**src/rtl/core/assert_macros.svh**
```systemverilog
// ---------------------------------------------------------------------------
// assertion macros
// shared concurrent assertion forms, clocked on clk, off while rst_n is low
// ---------------------------------------------------------------------------
`ifndef ASSERT_MACROS_SVH
`define ASSERT_MACROS_SVH

// same-cycle implication
`define AQ_ASSERT_NOW(lbl, ante, cons) \
  lbl: assert property (@(posedge clk) disable iff (!rst_n) (ante) |-> (cons)) \
    else $error("assertion failed: same-cycle check");

// next-cycle implication
`define AQ_ASSERT_NXT(lbl, ante, cons) \
  lbl: assert property (@(posedge clk) disable iff (!rst_n) (ante) |=> (cons)) \
    else $error("assertion failed: next-cycle check");

`endif

```
**src/rtl/core/affq_pkg.sv**
```systemverilog
// ---------------------------------------------------------------------------
// affq_pkg
// types and constants of the int8 affine quantizer
// ---------------------------------------------------------------------------
package affq_pkg;

  // operation carried in tuser of each request
  typedef enum logic [1:0] {
    OP_QUANT   = 2'd0,
    OP_DEQUANT = 2'd1,
    OP_FAKE    = 2'd2
  } op_t;

  // configuration register indexes
  typedef enum logic [1:0] {
    CFG_MODE_SYM  = 2'd0,
    CFG_SCALE     = 2'd1,
    CFG_INV_SCALE = 2'd2,
    CFG_ZERO_PT   = 2'd3
  } cfg_idx_t;

  localparam int unsigned StageCount = 6;

  localparam logic [31:0] ScaleReset    = 32'h0100_0000;
  localparam logic [31:0] InvScaleReset = 32'h0001_0000;

  // clamp limits, 35-bit signed for the rounded quantizer sum
  localparam logic signed [34:0] AsymLo = 35'sd0;
  localparam logic signed [34:0] AsymHi = 35'sd255;
  localparam logic signed [34:0] SymLo  = -35'sd127;
  localparam logic signed [34:0] SymHi  = 35'sd127;

  // code limits as 9-bit output patterns
  localparam logic [8:0] CodeZero   = 9'h000;
  localparam logic [8:0] CodeU8Max  = 9'h0ff;
  localparam logic [8:0] CodeS8Max  = 9'h07f;
  localparam logic [8:0] CodeS8Min  = 9'h181;

  localparam logic [31:0] RealPosMax = 32'h7fff_ffff;
  localparam logic [33:0] RealNegMag = 34'h0_8000_0000;

endpackage

```
**src/rtl/core/affine_int8_quantizer_unit.sv**
```systemverilog
// ---------------------------------------------------------------------------
// affine_int8_quantizer_unit
// per-tensor int8 affine quantize / dequantize / fake-quantize, six stages
// ---------------------------------------------------------------------------
//   channel  dir  handshake            payload
//   in_      in   in_tvalid/tready     tdata real_in, code_in; tuser op
//   out_     out  out_tvalid/tready    tdata code_out, real_out; tuser clipped
//   cfg_     in   cfg_valid/cfg_ready  cfg_index, cfg_data
//
// one request per cycle sustained while the output is not stalled; a request
// passes stages a to f in order, which hold the two multipliers (32x32 inv_scale,
// 9x32 scale), each followed by its own rounding stage
// rst_n is synchronous; it clears the stage valid bits and the config registers
// a stall at the output freezes every stage together, nothing is dropped
// cfg_ready is always high; the user must change registers only while the unit is idle, the unit does not enforce it
`include "assert_macros.svh"

module affine_int8_quantizer_unit (
  input  logic        clk,
  input  logic        rst_n,
  // request
  input  logic        in_tvalid,
  output logic        in_tready,
  input  logic [47:0] in_tdata,   // [31:0] real_in, [40:32] code_in, zero pad
  input  logic [1:0]  in_tuser,   // [1:0] op
  // result
  output logic        out_tvalid,
  input  logic        out_tready,
  output logic [47:0] out_tdata,  // [8:0] code_out, [40:9] real_out, zero pad
  output logic [0:0]  out_tuser,  // [0] clipped
  // configuration writes
  input  logic        cfg_valid,
  output logic        cfg_ready,
  input  logic [1:0]  cfg_index,
  input  logic [31:0] cfg_data
);

  // configuration registers
  logic        mode_sym_r;
  logic [31:0] scale_r;
  logic [31:0] inv_scale_r;
  logic [7:0]  zero_pt_r;

  assign cfg_ready = 1'b1;

  always_ff @(posedge clk) begin
    if (!rst_n) begin
      mode_sym_r  <= 1'b0;
      scale_r     <= affq_pkg::ScaleReset;
      inv_scale_r <= affq_pkg::InvScaleReset;
      zero_pt_r   <= 8'd0;
    end else if (cfg_valid && cfg_ready) begin
      unique case (affq_pkg::cfg_idx_t'(cfg_index))
        affq_pkg::CFG_MODE_SYM:  mode_sym_r  <= cfg_data[0];
        affq_pkg::CFG_SCALE:     scale_r     <= cfg_data;
        affq_pkg::CFG_INV_SCALE: inv_scale_r <= cfg_data;
        affq_pkg::CFG_ZERO_PT:   zero_pt_r   <= cfg_data[7:0];
        default: ;
      endcase
    end
  end

  // pipeline control: all stages move together when the output can move
  logic [affq_pkg::StageCount-1:0] vld_r;
  logic [affq_pkg::StageCount-1:0] vld_nxt;
  logic                            adv;

  assign adv       = !vld_r[affq_pkg::StageCount-1] || out_tready;
  assign in_tready = adv;
  assign vld_nxt   = {vld_r[affq_pkg::StageCount-2:0], in_tvalid};

  always_ff @(posedge clk) begin
    if (!rst_n) begin
      vld_r <= '0;
    end else if (adv) begin
      vld_r <= vld_nxt;
    end
  end

  // stage a: unpack, magnitude of real_in
  logic [31:0] x_in;
  logic [1:0]  a_op_r,   a_op_nxt;
  logic        a_neg_r,  a_neg_nxt;
  logic [31:0] a_mag_r,  a_mag_nxt;
  logic [8:0]  a_code_r, a_code_nxt;

  always_comb begin
    x_in       = in_tdata[31:0];
    a_op_nxt   = in_tuser;
    a_neg_nxt  = x_in[31];
    // most negative input keeps its pattern, which is the right magnitude
    a_mag_nxt  = x_in[31] ? (~x_in + 32'd1) : x_in;
    a_code_nxt = in_tdata[40:32];
  end

  // stage b: |x| * inv_scale, exact Q32.32
  logic [1:0]  b_op_r;
  logic        b_neg_r;
  logic [63:0] b_prod_r, b_prod_nxt;
  logic [8:0]  b_code_r;

  assign b_prod_nxt = {32'd0, a_mag_r} * {32'd0, inv_scale_r};

  // stage c: round half even, sign, zero point, clamp
  logic [1:0]  c_op_r;
  logic [8:0]  c_code_r, c_code_nxt;   // quantized code
  logic        c_clip_r, c_clip_nxt;
  logic [8:0]  c_dqc_r,  c_dqc_nxt;    // code fed to dequantization
  logic        q_inc;
  logic [32:0] q_rm;
  logic signed [34:0] q_sr;
  logic signed [34:0] q_lo;
  logic signed [34:0] q_hi;

  always_comb begin
    q_inc = b_prod_r[31] && ((|b_prod_r[30:0]) || b_prod_r[32]);
    q_rm  = {1'b0, b_prod_r[63:32]} + {32'd0, q_inc};
    q_sr  = b_neg_r ? -$signed({2'b00, q_rm}) : $signed({2'b00, q_rm});
    if (mode_sym_r) begin
      q_lo = affq_pkg::SymLo;
      q_hi = affq_pkg::SymHi;
    end else begin
      q_sr = q_sr + $signed({27'd0, zero_pt_r});
      q_lo = affq_pkg::AsymLo;
      q_hi = affq_pkg::AsymHi;
    end
    c_clip_nxt = 1'b0;
    c_code_nxt = q_sr[8:0];
    if (q_sr < q_lo) begin
      c_code_nxt = q_lo[8:0];
      c_clip_nxt = 1'b1;
    end
    if (q_sr > q_hi) begin
      c_code_nxt = q_hi[8:0];
      c_clip_nxt = 1'b1;
    end
    // plain dequantize takes code_in over its full signed range
    c_dqc_nxt = (b_op_r == affq_pkg::OP_DEQUANT) ? b_code_r : c_code_nxt;
  end

  // stage d: diff = code - zero point, sign and magnitude
  logic [1:0]  d_op_r;
  logic [8:0]  d_code_r;
  logic        d_clip_r;
  logic        d_neg_r, d_neg_nxt;
  logic [8:0]  d_mag_r, d_mag_nxt;
  logic [9:0]  dq_diff;
  logic [9:0]  dq_neg;

  always_comb begin
    dq_diff   = {c_dqc_r[8], c_dqc_r} - (mode_sym_r ? 10'd0 : {2'b00, zero_pt_r});
    dq_neg    = ~dq_diff + 10'd1;
    d_neg_nxt = dq_diff[9];
    d_mag_nxt = dq_diff[9] ? dq_neg[8:0] : dq_diff[8:0];
  end

  // stage e: |diff| * scale, exact Q.24
  logic [1:0]  e_op_r;
  logic [8:0]  e_code_r;
  logic        e_clip_r;
  logic        e_neg_r;
  logic [40:0] e_prod_r, e_prod_nxt;

  assign e_prod_nxt = {32'd0, d_mag_r} * {9'd0, scale_r};

  // stage f: round to Q16.16, saturate, apply sign, mask by op
  logic        r_inc;
  logic [33:0] r_mag;
  logic [31:0] r_val;
  logic [31:0] r_neg;
  logic [8:0]  f_code_nxt;
  logic [31:0] f_real_nxt;
  logic        f_clip_nxt;
  logic [8:0]  f_code_r;
  logic [31:0] f_real_r;
  logic        f_clip_r;

  always_comb begin
    r_inc = e_prod_r[7] && ((|e_prod_r[6:0]) || e_prod_r[8]);
    r_mag = {1'b0, e_prod_r[40:8]} + {33'd0, r_inc};
    r_neg = '0;
    if (e_neg_r) begin
      // negative side may reach -2^31
      if (r_mag > affq_pkg::RealNegMag) begin
        r_neg = affq_pkg::RealNegMag[31:0];
      end else begin
        r_neg = r_mag[31:0];
      end
      r_val = 32'd0 - r_neg;
    end else if (r_mag > {2'b00, affq_pkg::RealPosMax}) begin
      r_val = affq_pkg::RealPosMax;
    end else begin
      r_val = r_mag[31:0];
    end
    case (affq_pkg::op_t'(e_op_r))
      affq_pkg::OP_QUANT: begin
        f_code_nxt = e_code_r;
        f_real_nxt = 32'd0;
        f_clip_nxt = e_clip_r;
      end
      affq_pkg::OP_DEQUANT: begin
        f_code_nxt = affq_pkg::CodeZero;
        f_real_nxt = r_val;
        f_clip_nxt = 1'b0;
      end
      affq_pkg::OP_FAKE: begin
        f_code_nxt = e_code_r;
        f_real_nxt = r_val;
        f_clip_nxt = e_clip_r;
      end
      default: begin
        // unused op code gives an all-zero result
        f_code_nxt = affq_pkg::CodeZero;
        f_real_nxt = 32'd0;
        f_clip_nxt = 1'b0;
      end
    endcase
  end

  // payload registers, no reset
  always_ff @(posedge clk) begin
    if (adv) begin
      a_op_r   <= a_op_nxt;
      a_neg_r  <= a_neg_nxt;
      a_mag_r  <= a_mag_nxt;
      a_code_r <= a_code_nxt;

      b_op_r   <= a_op_r;
      b_neg_r  <= a_neg_r;
      b_prod_r <= b_prod_nxt;
      b_code_r <= a_code_r;

      c_op_r   <= b_op_r;
      c_code_r <= c_code_nxt;
      c_clip_r <= c_clip_nxt;
      c_dqc_r  <= c_dqc_nxt;

      d_op_r   <= c_op_r;
      d_code_r <= c_code_r;
      d_clip_r <= c_clip_r;
      d_neg_r  <= d_neg_nxt;
      d_mag_r  <= d_mag_nxt;

      e_op_r   <= d_op_r;
      e_code_r <= d_code_r;
      e_clip_r <= d_clip_r;
      e_neg_r  <= d_neg_r;
      e_prod_r <= e_prod_nxt;

      f_code_r <= f_code_nxt;
      f_real_r <= f_real_nxt;
      f_clip_r <= f_clip_nxt;
    end
  end

  assign out_tvalid = vld_r[affq_pkg::StageCount-1];
  assign out_tdata  = {7'd0, f_real_r, f_code_r};
  assign out_tuser  = f_clip_r;

  // a frozen pipeline keeps its occupancy
  `AQ_ASSERT_NXT(a_hold_on_stall, !adv, $stable(vld_r))
  // a request in the last working stage reaches the output when moving
  `AQ_ASSERT_NXT(a_last_stage_moves, adv && vld_r[affq_pkg::StageCount-2], out_tvalid)
  // a clipped code always sits on one of the range limits
  `AQ_ASSERT_NOW(a_clip_at_limit, out_tvalid && out_tuser[0],
    (out_tdata[8:0] == affq_pkg::CodeZero) || (out_tdata[8:0] == affq_pkg::CodeU8Max) ||
    (out_tdata[8:0] == affq_pkg::CodeS8Max) || (out_tdata[8:0] == affq_pkg::CodeS8Min))

endmodule

```
**config.mk**
```make
export PLATFORM = sky130hd
export DESIGN_NAME = affine_int8_quantizer_unit
export DESIGN_NICKNAME = d
export VERILOG_FILES = /design/src/rtl/core/affq_pkg.sv /design/src/rtl/core/affine_int8_quantizer_unit.sv
export VERILOG_INCLUDE_DIRS = /design/src /design/src/rtl/core
export SDC_FILE = /design/constraint.sdc
export NUM_CORES = 2
export LEC_CHECK = 0
export BUFFER_PORTS_ARGS = -buffer_cell sky130_fd_sc_hd__buf_2
export CORE_AREA = 10 10 306 381
export CTS_CLUSTER_DIAMETER = 150
export DETAILED_ROUTE_END_ITERATION = 10
export DIE_AREA = 0 0 316 391
export PLACE_DENSITY = 0.71
export SLEW_MARGIN = 10
export SYNTH_ARGS = -nofsm -noshare
export SYNTH_HDL_FRONTEND = slang
export SYNTH_SLANG_ARGS = --single-unit
```
**constraint.sdc**
```tcl
create_clock -name clk -period 10.9 [get_ports clk]
set_clock_uncertainty 0.1 [all_clocks]
set_input_delay 0 -clock clk [delete_from_list [all_inputs] [get_ports clk]]
set_output_delay 0 -clock clk [all_outputs]
set_load 0.05 [all_outputs]
```
==> flow_summary.yaml <==
critical_path:
  crit_path_frequent_cell: "fa_1"
  critPathKind: "flop to flop"
  critPathMaxFanout: 21
  r2r_slack_ns: 0.62
  slowest_stage: "dfxtp_1"
  cp_data_arrival_time_ns: 10.51
  rr_startpoint: "inv_scale_r[2]$_SDFFE_PN0P_"
  start_kind: "flop"
  cp.required_ns: 11.13
  crit_family: "adder cells"
  cp_num_buf_inv: 6
  critPathCaptureType: "flop"
  crit_start: "inv_scale_r[2]$_SDFFE_PN0P_"
  slowest_delay_ns: 0.93
clock_network:
  cts_buffers: 39
  cts.sinks: 338
  postCtsSetupBuffers: 0
  ctsHoldBuffers: 134
  cts_tree: "done"
  cts_max_level: 2
  cts_resized: 0
  clock_latency_ns: 0.61
  clk_pin_slew_ns: 0.06
  cts-root-buf: "clkbuf_16"
  ctsLongestPathBuffers: 3
power_and_ir_drop:
  p_per_area_nw_per_um2: 139
  comb_power_share_pct: 59.1
  switching_share_pct: 47.1
  p_int_uw: 4710
  finalPower_uw: 8900
  clkPwrFrac_pct: 15.8
  p_leak_uw: 0.0299
  pwr-share-seq_pct: 25.2
  irDropWorstVdd_mv: 0.194
  netSwitchingPower_uw: 4190
timing:
  hold_viol: 0
  fin_crit_ns: 10.28
  final.setup.tns_ns: 0
  tightest_slew_ns: 1.29
  relSlewSlack_pct: 13.9
  fmax_mhz: 97.3
  finalMaxSlewViolations: 0
  finalSetupViolCount: 0
  finalCritPeriodShare_pct: 94.3
  rsz0062_at_grt: "false"
synth:
  synth_ff_type: "edfxtp_1"
  synth_area_um2: 59500
  synth_area_leaders: "fa_1 37%, edfxtp_1 13%, inv_1 7.7%, ha_1 7.6%, nand2_1 7.1%"
  synth_edf_count: 259
  synthArstFlopShare_pct: 0
  synth.most_common_cell: "inv_1"
  postSynthCellCount: 6489
  synth_top_cell_by_area: "fa_1"
  syn_area_per_cell_um2: 9.17
  ys_types: 103
  ys_seq_elements: 338
  yosysWarnings: 0
  yosysTopAreaCellShare_pct: 37.3
  synth.yosys.seq_area_share_pct: 15.7
  synth_common_cells: "1221 x inv_1, 1127 x nand2_1, 1109 x fa_1"
global_route:
  antenna_found_initial: 2
  grt_max_degree: 163
  grt_overflow_total: 0
  track_usage_pct: 25.5
  grt_pass1_vias: 48200
  grt_pass1_wl_um: 252000
floorplanning:
  die_h_um: 391
  core_um2: 109000
  start_util_pct: 54.4
  ios: 141
  fp.dieW_um: 316
  dieArea_um2: 124000
  fp-row-count: 136
placed_design:
  placed_cell_area_um2: 61300
  dpl.hpwl_um: 121000
  gp_congestion: 0.918
  port_buffers: 125
route:
  routedWlPerCell_um: 19.2
  viasPerCell: 5.60
  vias: 44900
  drc: 0
  wirelength_um: 154000
  dr.first_iter.drc_count: 2625
  dr.pass1.iters: 8
  ant_nets: 0
final_layout:
  multi_input_area_um2: 44200
  design_area_um2: 64000
  syn_to_final_growth_pct: 7.58
  final_util_pct: 58.5
  finalNetCount: 8098
  seq_area_um2: 9360
  drive_gt1_share_pct: 5.31
  fill_cells: 9399
status:
  status: "finished clean"
run:
  maxCapViolations: 0
hold_path:
  min-delay-start: "in_tuser[1]"
  hp-class: "input pin to flop"
[flip-flops by register name, indices dropped and copies added (netlist names), 6 cells and up]
register	cells
a_code_r	9
a_mag_r	32
b_code_r	9
b_prod_r	64
c_code_r	9
c_dqc_r	9
d_code_r	9
d_mag_r	9
e_code_r	9
e_prod_r	41
f_code_r	9
f_real_r	32
inv_scale_r	32
scale_r	32
vld_r	6
zero_pt_r	8
[stage by stage]
step | worst slack (ns) | cells | hold slack [ns]
after detailed placement | 0.752 | 7815 | 0.0781
after global routing | 0.167 | 8021 | 0.0210
after floorplan | 2.12 | 6495 | -0.00113
final | 0.622 | 8022 | 0.0263
after global placement | 0.833 | 7815 | 0.0774
after CTS | 0.733 | 8021 | 0.00721
[worst register-to-register path, delay by kind of cell, from the launching register on]
kind / cells / cell delay [ns]
fa+ha+maj: 9 / 4.47
simple gates: 4 / 0.38
compound gates: 11 / 3.50
mux: 1 / 0.17
flops: 1 / 0.93
buf+inv: 6 / 0.46
[cell usage in the layout, fill, tap and decap left out, drive strengths merged, types with 9 or more instances in the layout]
master	Yosys	routed
fa	1109	1109
a21o	53	53
nand4	51	51
a21oi	141	141
buf	22	218
and3	37	37
edfxtp	259	259
o21ai	108	108
inv	1221	1231
ha	359	359
o21bai	15	15
clkbuf	325	46
nand3	79	79
or3	29	29
or4	13	13
nor4	41	41
and4	10	10
nand2	1127	1127
and2	511	511
o31ai	28	28
a211oi	27	27
clkinv	1	10
dfxtp	79	79
a31o	9	9
nor3	50	50
nand2b	24	24
a31oi	29	29
mux2i	21	21
nor2	152	152
dlygate4sd3	0	134
xnor2	181	181
a21boi	73	73
or2	15	15
xor2	74	74
o211ai	17	17
o21a	22	22
nor2b	50	50
[final timing paths]
path	to	cells past startpoint
hold / removal	a_op_r[1]$_DFFE_PP_	2
setup reg to reg	b_prod_r[60]$_DFFE_PP_	31
hold reg to reg	e_code_r[8]$_DFFE_PP_	0
setup / recovery	b_prod_r[60]$_DFFE_PP_	31
[final cells by class]
type | instances | share of cell area [%]
multi-input cells | 4588 | 69.1
flip-flops and latches | 338 | 14.6
inverters | 1222 | 7.18
repair buffers | 352 | 4.18
well taps | 1449 | 2.83
clock buffers | 46 | 1.66
clock inverters | 26 | 0.444
diodes | 1 | 0.00391
[logic make-up after synthesis]
group / share of synthesized area [%]
mux: 0.486
buf+inv: 10.0
simple gates: 18.1
fa+ha+maj: 44.9
compound gates: 7.00
flops: 15.7
xor+xnor: 3.75
other cells: 0.0126
[power groups by stage]
stage | combinational (µW) | clock, µW | sequential [µW]
final | 5250 | 1400 | 2240
after global routing | 5890 | 1470 | 2290
after CTS | 5240 | 1430 | 2240
after detailed placement | 5160 | 0 | 2260
after global placement | 5030 | 0 | 2250
after floorplan | 3860 | 0 | 2190
[metal layers]
metal / share of wire (%) / vias to the layer above / track usage, %
met1: 37 / 22700 / 29.7
met2: 51 / 1614 / 45.6
met4: 4.9 / 2 / 11.4
met5: 0.0071 / - / 0
li1: - / 20100 / -
met3: 7.2 / 445 / 4.27
(Power assumes the default switching activity.)
